$ cat src/rtl/rpcf_pkg.sv
`timescale 1ns / 1ps
// Shared constants and the byte-wide CRC-16/XMODEM update for the request framer.
// No dependencies.
package rpcf_pkg;

   localparam logic [7:0]  ACK_BYTE      = 8'h06;
   localparam logic [7:0]  ETX_BYTE      = 8'h03;
   localparam logic [15:0] CRC_POLY      = 16'h1021;
   localparam logic [8:0]  TRAILER_BYTES = 9'd4;
   localparam logic [7:0]  LEN_MAX       = 8'hff;

   // Fold one byte into the CRC, MSB first
   function automatic logic [15:0] crc_feed(input logic [15:0] crc, input logic [7:0] data);
      logic [15:0] c;
      c = crc ^ {data, 8'h00};
      for (int i = 0; i < 8; i++) begin
         if (c[15]) begin
            c = {c[14:0], 1'b0} ^ CRC_POLY;
         end else begin
            c = {c[14:0], 1'b0};
         end
      end
      return c;
   endfunction

endpackage

$ cat src/rtl/request_packet_crc16_framer_unit.sv
`timescale 1ns / 1ps
// Request packet framer: ACK, payload, ETX, CRC-16/XMODEM low and high byte.
// Depends on rpcf_pkg.
//
//  channel | direction | handshake            | payload
//  req     | in        | req_valid/req_stall  | req_payload_byte, req_payload_end
//  rsp     | out       | rsp_valid/rsp_stall  | rsp_frame_byte, rsp_frame_end, rsp_frame_length
//
// A request is taken into a one-entry stage; the CRC and count update happen on accept.
// The stage emits one frame byte per cycle into the output register while not stalled:
// the ACK if a request opens a frame, its byte, and ETX plus the CRC trailer if it closes one.
// A stalled output holds; the stage refills in the cycle its last byte moves out.
// Reset is synchronous and clears the stage, the output valid and the frame state.
module request_packet_crc16_framer_unit #(
   parameter int MAX_PAYLOAD = 251
) (
   input  logic       clock,
   input  logic       reset,
   input  logic       req_valid,
   output logic       req_stall,
   input  logic [7:0] req_payload_byte,
   input  logic       req_payload_end,
   output logic       rsp_valid,
   input  logic       rsp_stall,
   output logic [7:0] rsp_frame_byte,
   output logic       rsp_frame_end,
   output logic [7:0] rsp_frame_length
);

   typedef enum logic [2:0] {
      PH_ACK,
      PH_DATA,
      PH_ETX,
      PH_CRC_LO,
      PH_CRC_HI
   } phase_type;

   localparam logic [7:0] COUNT_MAX = 8'(MAX_PAYLOAD);

   // frame state
   logic [15:0] crc_ff, crc_in;
   logic [7:0]  count_ff, count_in;
   logic        in_frame_ff, in_frame_in;

   // one-request stage
   logic        stg_valid_ff, stg_valid_in;
   phase_type   phase_ff, phase_in;
   logic [7:0]  stg_byte_ff, stg_byte_in;
   logic        stg_last_ff, stg_last_in;
   logic [15:0] stg_crc_ff, stg_crc_in;
   logic [7:0]  stg_len_ff, stg_len_in;

   // output register
   logic        out_valid_ff, out_valid_in;
   logic [7:0]  out_byte_ff, out_byte_in;
   logic        out_end_ff, out_end_in;
   logic [7:0]  out_len_ff, out_len_in;

   logic        req_accept;
   logic        out_load;
   logic        last_emit;
   logic [15:0] crc_base;
   logic [15:0] crc_next;
   logic [7:0]  count_base;
   logic [7:0]  count_next;
   logic [8:0]  len_wide;

   assign out_load  = stg_valid_ff && (!out_valid_ff || !rsp_stall);
   assign last_emit = (phase_ff == PH_CRC_HI) || (phase_ff == PH_DATA && !stg_last_ff);
   assign req_stall = stg_valid_ff && !(out_load && last_emit);
   assign req_accept = req_valid && !req_stall;

   assign crc_base   = in_frame_ff ? crc_ff : 16'h0000;
   assign count_base = in_frame_ff ? count_ff : 8'h00;
   assign crc_next   = rpcf_pkg::crc_feed(crc_base, req_payload_byte);
   assign count_next = (count_base < COUNT_MAX) ? count_base + 8'd1 : count_base;
   assign len_wide   = {1'b0, count_next} + rpcf_pkg::TRAILER_BYTES;

   always_comb begin
      crc_in      = crc_ff;
      count_in    = count_ff;
      in_frame_in = in_frame_ff;
      stg_valid_in = stg_valid_ff;
      phase_in    = phase_ff;
      stg_byte_in = stg_byte_ff;
      stg_last_in = stg_last_ff;
      stg_crc_in  = stg_crc_ff;
      stg_len_in  = stg_len_ff;
      out_valid_in = out_valid_ff && rsp_stall;
      out_byte_in = out_byte_ff;
      out_end_in  = out_end_ff;
      out_len_in  = out_len_ff;

      if (out_load) begin
         out_valid_in = 1'b1;
         out_end_in   = 1'b0;
         out_len_in   = 8'h00;
         case (phase_ff)
            PH_ACK:    out_byte_in = rpcf_pkg::ACK_BYTE;
            PH_DATA:   out_byte_in = stg_byte_ff;
            PH_ETX:    out_byte_in = rpcf_pkg::ETX_BYTE;
            PH_CRC_LO: out_byte_in = stg_crc_ff[7:0];
            PH_CRC_HI: begin
               out_byte_in = stg_crc_ff[15:8];
               out_end_in  = 1'b1;
               out_len_in  = stg_len_ff;
            end
            default:   out_byte_in = 8'h00;
         endcase
         // advance the phase, or drop the stage after its last byte
         if (last_emit) begin
            stg_valid_in = 1'b0;
         end else begin
            case (phase_ff)
               PH_ACK:    phase_in = PH_DATA;
               PH_DATA:   phase_in = PH_ETX;
               PH_ETX:    phase_in = PH_CRC_LO;
               PH_CRC_LO: phase_in = PH_CRC_HI;
               default:   phase_in = PH_CRC_HI;
            endcase
         end
      end

      if (req_accept) begin
         stg_valid_in = 1'b1;
         phase_in     = in_frame_ff ? PH_DATA : PH_ACK;
         stg_byte_in  = req_payload_byte;
         stg_last_in  = req_payload_end;
         stg_crc_in   = crc_next;
         stg_len_in   = len_wide[8] ? rpcf_pkg::LEN_MAX : len_wide[7:0];
         if (req_payload_end) begin
            crc_in      = 16'h0000;
            count_in    = 8'h00;
            in_frame_in = 1'b0;
         end else begin
            crc_in      = crc_next;
            count_in    = count_next;
            in_frame_in = 1'b1;
         end
      end
   end

   always_ff @(posedge clock) begin
      if (reset) begin
         crc_ff       <= 16'h0000;
         count_ff     <= 8'h00;
         in_frame_ff  <= 1'b0;
         stg_valid_ff <= 1'b0;
         phase_ff     <= PH_ACK;
         out_valid_ff <= 1'b0;
      end else begin
         crc_ff       <= crc_in;
         count_ff     <= count_in;
         in_frame_ff  <= in_frame_in;
         stg_valid_ff <= stg_valid_in;
         phase_ff     <= phase_in;
         out_valid_ff <= out_valid_in;
      end
      stg_byte_ff <= stg_byte_in;
      stg_last_ff <= stg_last_in;
      stg_crc_ff  <= stg_crc_in;
      stg_len_ff  <= stg_len_in;
      out_byte_ff <= out_byte_in;
      out_end_ff  <= out_end_in;
      out_len_ff  <= out_len_in;
   end

   assign rsp_valid        = out_valid_ff;
   assign rsp_frame_byte   = out_byte_ff;
   assign rsp_frame_end    = out_end_ff;
   assign rsp_frame_length = out_len_ff;

endmodule

$ cat config.mk
export PLATFORM = sky130hd
export DESIGN_NAME = request_packet_crc16_framer_unit
export DESIGN_NICKNAME = d
export VERILOG_FILES = /design/src/rtl/rpcf_pkg.sv /design/src/rtl/request_packet_crc16_framer_unit.sv
export SDC_FILE = /design/constraint.sdc
export NUM_CORES = 1
export LEC_CHECK = 0
export BUFFER_PORTS_ARGS = -buffer_cell sky130_fd_sc_hd__buf_4
export CAP_MARGIN = 20
export CORE_UTILIZATION = 55
export DETAILED_ROUTE_END_ITERATION = 10
export GPL_ROUTABILITY_DRIVEN = 0
export PLACE_DENSITY_LB_ADDON = 0.3
export REMOVE_ABC_BUFFERS = 1
export SKIP_LAST_GASP = 1
export SLEW_MARGIN = 20
export SYNTH_ARGS = -nofsm -noshare
export SYNTH_HDL_FRONTEND = slang
export SYNTH_SLANG_ARGS = --single-unit
$ cat constraint.sdc
create_clock -name clock -period 3.6 [get_ports clock]
set_clock_uncertainty 0.2 [all_clocks]
set_input_delay 0.54 -clock clock [delete_from_list [all_inputs] [get_ports clock]]
set_output_delay 0.54 -clock clock [all_outputs]
set_load 0.02 [all_outputs]
Word level (Yosys, flattened, before mapping)
Index checks and enable logic that the tools add are counted.
Cells by class
  bitwise gates (word level): 9
  reduce and logical (&&, ||, !) cells: 18
  $mul: 0
  shift-type cells: 0
  equality and inequality tests: 5
  multiplexer cells: 25
  div/mod/pow operators: 0
  magnitude comparators: 1
  add/subtract/negate cells: 2
Operators with widths (number)
  2-to-1 mux 13 bit: 8
  one-hot mux 8 bit (5 select lines): 1
  2-to-1 mux 16 bit: 2
  2-to-1 mux 8 bit: 3
  inverter 3 bit: 8
  XOR 16 bit: 1
  adder 8 x 3 -> 9 bit (second input constant): 1
  2-to-1 mux 3 bit: 3
  one-hot mux 3 bit (3 select lines): 1
  adder 8 x 1 -> 8 bit (second input constant): 1
  less-than comparator 8 bit (second input constant): 1
  2-to-1 mux 1 bit: 7
  == test 3 x 2 -> 1 bit (second input constant): 2
  logical AND 1 bit: 6
  logical NOT 1 bit: 5
  AND reduction 2 bit: 2
  nonzero test 2 bit: 2
  == test 3 x 1 -> 1 bit (second input constant): 1
  == test 3 bit (second input constant): 1
  logical NOT 3 bit: 1
  logical OR 1 bit: 2
  inequality test 2 bit (second input constant): 1
Word-level totals
  bits in latches: 0
  memories kept: 0
  input bits: 13
  word-level logic and storage cells: 73
  flip-flop bits (word level): 80
  RAM bits: 0
  output and inout port bits: 19
  memory bits (read-only): 0

Logic depth before layout (Yosys ltp)
Gate-level depths: netlist of run 1.
  depth in word-level cells: 19
  depth in mapped cells: 9
  mapped depth without buffers: 8

Worst setup path after synthesis of run 1
OpenSTA, ideal clock, no wires.
  kind: reg2reg
  from: register phase_ff[0]
  to: register crc_ff[1]
  slack: 0.776 ns
  required time: 3.283 ns
  data arrival time: 2.508 ns
  clock period less this slack: 2.824 ns
  cell stages (with the launch flop): 9
  path through: dfxtp_1 buf_6 or3b_1 a211oi_2 o21ai_2 inv_1 nor2_1 clkbuf_1 a22o_1
On the way
  word-level cells in the longest chain between the ends: 8
  elaborated cells between the ends (all ways): 9
  classes of those cells: eq/ne: 2; reduce/logical: 7
RTL lines
  start, declared: line request_packet_crc16_framer_unit.sv:47  | phase_type phase_ff, phase_in;
  start signal, assigned: line request_packet_crc16_framer_unit.sv:156  | phase_ff <= phase_in;
  == test 3 x 1 -> 1 bit: line request_packet_crc16_framer_unit.sv:69  | assign last_emit = (phase_ff == PH_CRC_HI) || (phase_ff == PH_DATA && !stg_last_ff);
  logical AND 1 bit: line request_packet_crc16_framer_unit.sv:69
  logical OR 1 bit (*): line request_packet_crc16_framer_unit.sv:69
  logical AND 1 bit (*): line request_packet_crc16_framer_unit.sv:70  | assign req_stall = stg_valid_ff && !(out_load && last_emit);
  logical NOT 1 bit (*): line request_packet_crc16_framer_unit.sv:70
  logical AND 1 bit (*): line request_packet_crc16_framer_unit.sv:70
  logical NOT 1 bit (*): line request_packet_crc16_framer_unit.sv:71  | assign req_accept = req_valid && !req_stall;
  logical AND 1 bit (*): line request_packet_crc16_framer_unit.sv:71
  named net req_accept: line request_packet_crc16_framer_unit.sv:59  | logic req_accept;
  end signal, assigned: line request_packet_crc16_framer_unit.sv:152  | crc_ff <= crc_in;
  end, declared: line request_packet_crc16_framer_unit.sv:41  | logic [15:0] crc_ff, crc_in;
The timed path passes the listed nets; every way through them passes the cells marked *.
A chain may end at the register's enable or synchronous reset.

Worst setup path after layout of run 1
  from: register count_ff[5]
  to: register stg_len_ff[0], data pin
On the way
  word-level cells in the longest chain between the ends: 4
  elaborated cells between the ends (all ways): 5
  classes of those cells: add/sub: 2; order compare: 1; mux: 2
RTL lines
  start, declared: line request_packet_crc16_framer_unit.sv:42  | logic [7:0] count_ff, count_in;
  start signal, assigned: line request_packet_crc16_framer_unit.sv:153  | count_ff <= count_in;
  2-to-1 mux 8 bit (*): line request_packet_crc16_framer_unit.sv:74  | assign count_base = in_frame_ff ? count_ff : 8'h00;
  adder 8 x 1 -> 8 bit / less-than comparator 8 bit (equally long branches): line request_packet_crc16_framer_unit.sv:76  | assign count_next = (count_base < COUNT_MAX) ? count_base + 8'd1 : count_base;
  2-to-1 mux 8 bit (*): line request_packet_crc16_framer_unit.sv:76
  adder 8 x 3 -> 9 bit (*): line request_packet_crc16_framer_unit.sv:77  | assign len_wide = {1'b0, count_next} + rpcf_pkg::TRAILER_BYTES;
  end signal, assigned: line request_packet_crc16_framer_unit.sv:162  | stg_len_ff <= stg_len_in;
  end, declared: line request_packet_crc16_framer_unit.sv:51  | logic [7:0] stg_len_ff, stg_len_in;
Mark *: on every way between the ends. The rest lies on a longest branch, timed or not.

==> impl_metrics.yaml, run 1 <==
synth:
  yosysTopAreaCellShare_pct: 42.7
  synth-edff-count: 50
  syn_area_um2: 3520
  synth_top_cell_by_area: "edfxtp_1"
  ys_ff_latch: 80
  ys.flop_type: "edfxtp_1"
  postSynth.asyncResetShare_pct: 0
  syn_inst: 303
  yosysWarnings: 0
  yosysSeqAreaShare_pct: 59.7
  synth_top_cells_by_area: "edfxtp_1, dfxtp_1, a22o_1"
  ys_types: 46
  synth_area_per_cell_um2: 11.6
final_layout:
  syn_to_final_growth_pct: 13.5
  num-fill-cells: 482
  layout.cells.non_filler: 415
  fin_area_um2: 3990
  final_util_pct: 65.9
  num_antenna_cells: 0
  drive_gt1_share_pct: 17.1
  nNetsFinal: 349
clocking:
  clockRootBuffer: "clkbuf_8"
  cts_hold_buf: 0
  clk_latency_ps: 340
  cts_resized: 0
  cts_buffer_depth: 2
  path_clk_slew_ps: 80
  post-cts-setup-buffers: 0
  h-tree-depth: 3
  cts_num_sinks: 80
  cts_tree: "yes"
  cts_buffers: 9
floorplanning:
  placeableCoreArea_um2: 6060
  num_io_pins: 32
  fp.dieH_um: 82.0
  fp-row-count: 28
  start_util_pct: 58.1
  die_x_um: 82.0
  die_area_um2: 6720
sta:
  max_freq_mhz: 365
  finalHoldViolCount: 0
  setup_tns_ps: 0
  period_minus_slack_ps: 2740
  relSlewSlack_pct: 40.1
  hold_slack_ps: 183
  setup_violations: 0
  rsz0062_at_grt: "false"
  slew_viol_final: 0
  timing.final.crit_share_pct: 76.2
  tightest_slew_ps: 896
  fin_ws_ps: 857
global_routing:
  antenna_found_initial: 0
  grt_max_degree: 34
  grt_overflow: 0
  grt_use_total_pct: 20.7
  grt_pass1_vias: 2128
  grt_pass1_wl_mm: 9.98
hold_path:
  hold_start: "req_payload_byte[1]"
  hold_depth: 1
  min_path_type: "input pin to flop"
  hold_end: "stg_byte_ff[1]$_DFFE_PP_"
setup_path:
  r2r_end: "stg_len_ff[0]$_SDFFCE_PP1P_"
  critPathCaptureType: "flop"
  path_class: "flop to flop"
  critPathRequiredTime_ps: 3610
  crit_fanout: 12
  arrival_ps: 2760
  start_kind: "flop"
  critPathLaunch: "count_ff[5]$_SDFFE_PP0P_"
  r2r_start: "count_ff[5]$_SDFFE_PP0P_"
  reg2reg_depth: 8
  setup.reg_to_reg.worst_slack_ps: 860
drt:
  wl_per_cell_um: 15.4
  drt_pass1_iterations: 4
  final_antenna_net_count: 0
  via_per_inst: 5.65
  wl_mm: 6.39
  route.detailed.drc: 0
  num_vias: 2343
  dr.first_iter.drc_count: 152
pwr:
  pwr-share-clk_pct: 31.8
  swShare_pct: 24.6
  ir_worst_vdd_uv: 276
  power_frac_seq_pct: 58.1
  power.density_nw_per_um2: 455
  power_switching_uw: 446
  leakagePower_nw: 1.48
  pwr-share-comb_pct: 10.0
  internal-power_mw: 1.37
  total_power_mw: 1.82
status:
  outcome: "finished clean"
placement:
  place_inst: 399
  dpl_worst_slack_ps: 912
  io_buffer_count: 31
  placed_area_um2: 3820
  hpwlAfterDp_mm: 4.36
job:
  cap_violations: 0
worst max-delay path by stage:
stage | slack [ps] | cells after the start | end
2_1_floorplan | 590 | 6 | count_ff[4]$_SDFFE_PP0P_
3_3_place_gp | 980 | 8 | stg_len_ff[3]$_SDFFCE_PP1P_
3_5_place_dp | 910 | 8 | stg_len_ff[0]$_SDFFCE_PP1P_
4_1_cts | 880 | 8 | stg_len_ff[0]$_SDFFCE_PP1P_
5_1_grt | 710 | 8 | stg_len_ff[0]$_SDFFCE_PP1P_
6_report | 860 | 8 | stg_len_ff[0]$_SDFFCE_PP1P_
cell families (layout without fill, tap and decap cells):
| family | Yosys count | count (layout) | share of synthesized area, % |
|---|---|---|---|
| compound gates | 69 | 69 | 14.4 |
| buf+inv | 26 | 63 | 3.20 |
| mux | 8 | 8 | 2.28 |
| fa+ha+maj | 1 | 1 | 0.355 |
| flops | 80 | 80 | 59.7 |
| xor+xnor | 33 | 33 | 8.21 |
| simple gates | 86 | 86 | 11.8 |
cell type report:
type,count,area [um2],area share (%)
clock buffer,10,138,3.45
clock inverter,6,35.0,0.877
inverter,10,37.5,0.940
multi-input combinational,197,1310,32.8
sequential,80,2100,52.6
tap,75,93.8,2.35
timing repair buffer,37,278,6.95
metal layers:
layer  track usage [%]  share of wire (%)  vias to the layer above
met2              30.2                 46                       87
met3              3.78                5.1                       15
met1              28.0                 47                     1089
met5                 0                  0                        -
met4              14.0                2.5                        0
li1                  -                  -                     1152
sequential cells by signal, indices dropped and copies added, names as in the netlist:
signal,flops
count_ff,8
crc_ff,16
in_frame_ff,1
phase_ff,3
rsp_frame_byte,8
rsp_frame_end,1
rsp_frame_length,8
rsp_valid,1
stg_byte_ff,8
stg_crc_ff,16
stg_last_ff,1
stg_len_ff,8
stg_valid_ff,1
power by group through the flow:
stage	Sequential [mW]	Combinational, mW	Clock, mW
after detailed placement	1.08	0.181	0
after global placement	1.07	0.177	0
final	1.06	0.182	0.578
after floorplan	1.09	0.0928	0
after global routing	1.06	0.198	0.624
after CTS	1.06	0.182	0.593
synthesized netlist by cell type (2+ instances only):
cell type   n
edfxtp_1   50
nand2_1    35
dfxtp_1    30
a22o_1     19
xor2_1     18
nor2_1     15
xnor2_1    15
o21ai_0    14
and2_1     13
inv_1      10
mux2i_1     8
a21oi_1     7
clkbuf_1    7
a31oi_1     5
buf_2       5
nand3_1     5
a21o_1      4
nand2b_1    4
o22ai_1     4
nor3_1      3
o2bb2ai_1   3
and3_1      2
buf_1       2
o21a_1      2
or4_1       2
cell usage in the layout (no fill, tap or decap), types with 2 or more instances in the layout:
master / instances
nand3_1: 5
or4_1: 2
a21o_1: 4
clkinv_1: 2
clkinv_4: 2
o2bb2ai_1: 3
nor2_1: 15
o21a_1: 2
a22o_1: 19
a21oi_1: 7
xor2_1: 18
nor3_1: 2
a31oi_1: 5
xnor2_1: 15
edfxtp_1: 50
buf_4: 37
dfxtp_1: 30
o21ai_0: 14
clkinv_2: 2
inv_1: 10
mux2i_1: 8
clkbuf_8: 10
and2_1: 13
o22ai_1: 4
nand2b_1: 4
nand2_1: 35
and3_1: 2
worst max-delay path, stage by stage, from the launching register on:
cell and delay (ps):
dfxtp_1 500, and3_2 320, a21o_1 180, xnor2_1 120
and2_1 180, ha_1 250, inv_1 50, or4b_2 690
nand2_1 110
No activity file was read; power rests on OpenSTA's default activity.
==> inputs of run 2 (changes only) <==
- CORE_UTILIZATION: 55 -> 53
- clock period: 3.6 -> 2.2 ns (I/O delays scaled with it)
==> run 2 against run 1 <==
Against the previous run:
- sequential power up 62%
- sequential share of layout area fell by 4.6 points
- non-clock buffer count grew 35
==> impl_metrics.yaml, run 2 (synthesis results as in run 1) <==
status:
  outcome: "finished clean"
sta:
  timing.final.crit_share_pct: 99.9
  slew_viol_final: 0
  finalHoldViolCount: 0
  rsz0062_at_grt: "true"
  setup_violations: 0
  tightest_slew_ps: 594
  relSlewSlack_pct: 60.1
  max_freq_mhz: 455
  period_minus_slack_ps: 2200
  setup_tns_ps: 0
clocking:
  cts_buffer_depth: 2
  path_clk_slew_ps: 80
  clockRootBuffer: "clkbuf_8"
  cts_tree: "yes"
  cts_num_sinks: 80
  clk_latency_ps: 350
  cts_buffers: 9
  h-tree-depth: 3
pwr:
  pwr-share-clk_pct: 36.3
  power_frac_seq_pct: 53.3
  internal-power_mw: 2.48
  power.density_nw_per_um2: 737
  swShare_pct: 23.3
  power_switching_uw: 754
  ir_worst_vdd_uv: 448
  leakagePower_nw: 1.67
  pwr-share-comb_pct: 10.4
floorplanning:
  placeableCoreArea_um2: 6390
  start_util_pct: 55.1
  num_io_pins: 32
  fp-row-count: 29
  die_x_um: 83.5
  die_area_um2: 6970
  fp.dieH_um: 83.5
final_layout:
  fin_area_um2: 4380
  syn_to_final_growth_pct: 24.5
  num_antenna_cells: 0
  multi_input_area_um2: 1350
  drive_gt1_share_pct: 25.4
  final_common_cell: "buf_4"
  seq_area_um2: 2100
  num-fill-cells: 452
  top_regs: "crc_ff (16), stg_crc_ff (16)"
  layout_common_cells: "buf_4, edfxtp_1, nand2_1, dfxtp_1, a22o_1"
  nNetsFinal: 384
  layout.cells.non_filler: 451
global_routing:
  antenna_found_initial: 0
  grt_overflow: 0
  grt_pass1_vias: 2324
  grt_pass1_wl_mm: 11.1
  grt_use_total_pct: 20.6
  grt_max_degree: 34
setup_path:
  r2r_start: "in_frame_ff$_SDFFE_PP0P_"
  crit_chain: "or3b_1 -> a211oi_2 -> nor2_1 -> buf_4"
  crit_fanout: 2
  critPathRequiredTime_ps: 1670
  start_kind: "flop"
  path_class: "flop to output port"
  max_stage_delay_ps: 390
  slowest_stage: "edfxtp_1"
  critPathLaunch: "stg_last_ff$_DFFE_PP_"
  critPathCaptureType: "output port"
  arrival_ps: 1670
  reg2reg_depth: 8
placement:
  hpwlAfterDp_mm: 4.62
  io_buffer_count: 31
  place_inst: 425
  placed_area_um2: 4020
drt:
  wl_mm: 6.80
  route.detailed.drc: 0
  wl_per_cell_um: 15.1
  drt_pass1_iterations: 5
  final_antenna_net_count: 0
  via_per_inst: 5.47
  num_vias: 2468
  dr.first_iter.drc_count: 163
hold_path:
  min_path_type: "input pin to flop"
  hold_depth: 2
  hold_start: "reset"
job:
  cap_violations: 0
-- run 2: changes by cell type in the layout (fill, tap and decap cells not counted), moves of 4 or more --
| cell | before | now |
|---|---|---|
| nand2_1 | 35 | 31 |
| nand2_2 | 0 | 4 |
| buf_4 | 37 | 60 |
| dlygate4sd3_1 | 0 | 9 |
-- run 2: power groups by stage --
stage / sequential, mW / clock (mW) / combinational, mW
3_3_place_gp: 1.75 / 0 / 0.309
2_1_floorplan: 1.79 / 0 / 0.152
5_1_grt: 1.73 / 1.26 / 0.364
4_1_cts: 1.72 / 1.19 / 0.334
3_5_place_dp: 1.76 / 0 / 0.316
6_report: 1.72 / 1.17 / 0.337
-- run 2: per-layer routing --
layer	vias up	track usage [%]	wire length (um)
met5	-	0	0
met4	0	8.94	89
met3	7	5.04	319
met2	62	31.0	3180
met1	1177	28.7	3220
li1	1222	-	-
-- run 2: worst paths after layout --
kind              slack [ps]                          end
hold reg to reg          280       crc_ff[5]$_SDFFE_PP0P_
setup reg to reg          10  stg_len_ff[3]$_SDFFCE_PP1P_
hold / removal            40     count_ff[5]$_SDFFE_PP0P_
setup / recovery           3                    req_stall
-- run 2: what timing repair did --
item | CTS | global route
hold buffers | 8 | 1
endpoints found under the hold margin | 8 | 1
setup buffers | 2 | 0
setup endpoints to repair | 9 | 12
resized for setup | 4 | 11
pin swaps | 3 | 1
-- run 2: worst max-delay path, delay by kind of cell (launching register included) --
kind / cells / cell delay [ps]
AND/OR/NAND/NOR: 2 / 460
buffers and inverters: 1 / 170
AO/OA/AOI/OAI: 1 / 300
flip-flops: 1 / 390
-- run 2: layout make-up --
type | count | area share (%)
flip-flops and latches | 80 | 48.0
multi-input cells | 197 | 30.7
repair buffers | 72 | 13.3
clock buffers | 9 | 2.83
well taps | 77 | 2.20
clock inverters | 6 | 2.08
inverters | 10 | 0.857
-- run 2: metrics by stage --
stage	power [mW]	setup slack, ps	util (%)	hold WS (ps)
finish	3.23	2.72	68.6	38.0
detailed placement	2.07	-190	62.9	257
global placement	2.06	-121	62.9	255
global route	3.35	-75.8	68.6	31.1
floorplan	1.94	-808	-	199
CTS	3.24	-6.83	68.0	0.680
==> inputs of run 3 (changes only) <==
- clock period: 2.2 -> 1.82 ns (I/O delays scaled with it)
==> run 3 against run 2 <==
Against the previous run:
- first-iteration DRC count up 110%
- design area up 13%
- non-clock buffer count up 29
- worst setup slack worse by 500 ps
- flip-flop and latch count unchanged
- the flow now finishes with violations (setup timing)
- via count up 15%
- highest routed layer unchanged
- die area unchanged
- cell count up 6.7%
- worst hold slack better by 3.3 ps
- total power up 23%
- sequential power up 22%
==> impl_metrics.yaml, run 3 (synthesis results as in run 1) <==
global_routing:
  grt_use_total_pct: 25.4
  grt_pass1_vias: 2636
  grt_max_degree: 34
  grt_pass1_wl_mm: 13.5
  antenna_found_initial: 0
  grt_overflow: 0
final_layout:
  num_antenna_cells: 0
  final_common_cell: "buf_4"
  num-fill-cells: 349
  nNetsFinal: 413
  fin_area_um2: 4950
  layout_common_cells: "buf_4, edfxtp_1, nand2_1, dfxtp_1, a22o_1"
  syn_to_final_growth_pct: 40.6
  drive_gt1_share_pct: 37.1
  top_regs: "crc_ff (16), stg_crc_ff (16)"
sta:
  relSlewSlack_pct: 75.3
  slew_viol_final: 0
  finalHoldViolCount: 0
  period_minus_slack_ps: 2310
  setup_tns_ps: -27790
  setup_violations: 70
  fin_ws_ps: -494
  tightest_slew_ps: 366
  timing.final.crit_share_pct: 127
  rsz0062_at_grt: "true"
  max_freq_mhz: 432
pwr:
  power.density_nw_per_um2: 802
  ir_worst_vdd_uv: 568
  leakagePower_nw: 1.93
clocking:
  cts_buffers: 9
  clk_latency_ps: 350
  h-tree-depth: 3
  cts_tree: "yes"
  path_clk_slew_ps: 80
  cts_num_sinks: 80
  clockRootBuffer: "clkbuf_8"
  cts_buffer_depth: 2
drt:
  final_antenna_net_count: 0
  route.detailed.drc: 0
  drt_pass1_iterations: 5
  dr.first_iter.drc_count: 345
  num_vias: 2837
  wl_mm: 9.16
  wl_per_cell_um: 19.0
  via_per_inst: 5.90
hold_path:
  hold_start: "reset"
  min_path_type: "input pin to flop"
  hold_end: "phase_ff[2]$_SDFFE_PP0P_"
  hold_depth: 2
floorplanning:
  die_x_um: 83.5
  start_util_pct: 55.1
  placeableCoreArea_um2: 6390
  num_io_pins: 32
  die_area_um2: 6970
  fp-row-count: 29
  fp.dieH_um: 83.5
setup_path:
  reg2reg_depth: 8
  crit_fanout: 2
  start_kind: "flop"
  critPathCaptureType: "output port"
  setup.reg_to_reg.worst_slack_ps: -470
  r2r_start: "stg_last_ff$_DFFE_PP_"
  arrival_ps: 1840
  path_class: "flop to output port"
  r2r_end: "crc_ff[13]$_SDFFE_PP0P_"
  critPathRequiredTime_ps: 1350
status:
  outcome: "finished with violations"
  violations: "setup timing"
placement:
  placed_area_um2: 4100
  hpwlAfterDp_mm: 4.83
  io_buffer_count: 31
job:
  cap_violations: 0
==> run 3: cell types whose count changed in the layout (fill, tap and decap cells not counted), sizes merged <==
cell and delta:
dlygate4sd3 +1, buf +26, inv -1, bufinv -1
clkinv +3, clkbuf +2
==> run 3: critical path: stages, from the launching register on <==
cell and delay, ps:
edfxtp_1 430, or3b_4 420, a211oi_4 320, buf_4 170
nor2_2 40, buf_6 130
==> run 3: routing by layer <==
layer / global-route usage, % / vias to the layer above / wire, um
met5: 0 / - / 0
met4: 12.5 / 0 / 317
met3: 3.86 / 28 / 701
met2: 41.9 / 167 / 4500
met1: 33.0 / 1352 / 3640
li1: - / 1290 / -
==> run 3: worst max-delay path by stage <==
stage / startpoint / endpoint / cells after the start
after CTS: stg_last_ff$_DFFE_PP_ / req_stall / 5
after detailed placement: count_ff[7]$_SDFFE_PP0P_ / stg_len_ff[5]$_SDFFCE_PP1P_ / 8
after floorplan: phase_ff[0]$_SDFFE_PP0P_ / count_ff[4]$_SDFFE_PP0P_ / 6
after global placement: count_ff[7]$_SDFFE_PP0P_ / stg_len_ff[3]$_SDFFCE_PP1P_ / 8
final: stg_last_ff$_DFFE_PP_ / req_stall / 5
after global routing: stg_last_ff$_DFFE_PP_ / req_stall / 5
==> run 3: repair_timing <==
item	CTS	global route
gates cloned	7	2
pin swaps	16	27
endpoints found under the setup margin	77	72
buffers inserted	8	10
hold endpoints to repair	10	0
resized for setup	48	34
hold buffers	10	0
==> run 3: per-stage QoR <==
step           setup WS [ps]  hold WS [ps]  utilization [%]  total power, mW  std cells
6_report                -494          41.3             77.5             3.97        481
4_1_cts                 -356         0.889             75.3             3.94        474
3_3_place_gp            -524           256             64.2             2.51        433
5_1_grt                 -550          37.3             77.5             4.09        481
3_5_place_dp            -608           261             64.2             2.52        433
2_1_floorplan          -1190           142                -             2.34        287
==> run 3: power breakdown <==
part	leakage [nW]	switching, mW	internal, mW
Combinational	1.11	0.299	0.277
Clock	0.101	0.672	0.634
Sequential	0.720	0.0431	2.04
==> run 3: area by class of cell <==
class                      instances  area (um2)  area share [%]
multi-input combinational        197        1500            30.4
timing repair buffer             101         997            20.2
inverter                          10        50.0            1.01
clock inverter                     7        70.1            1.42
sequential                        80        2110            42.6
tap                               77        96.3            1.95
clock buffer                       9         124            2.50
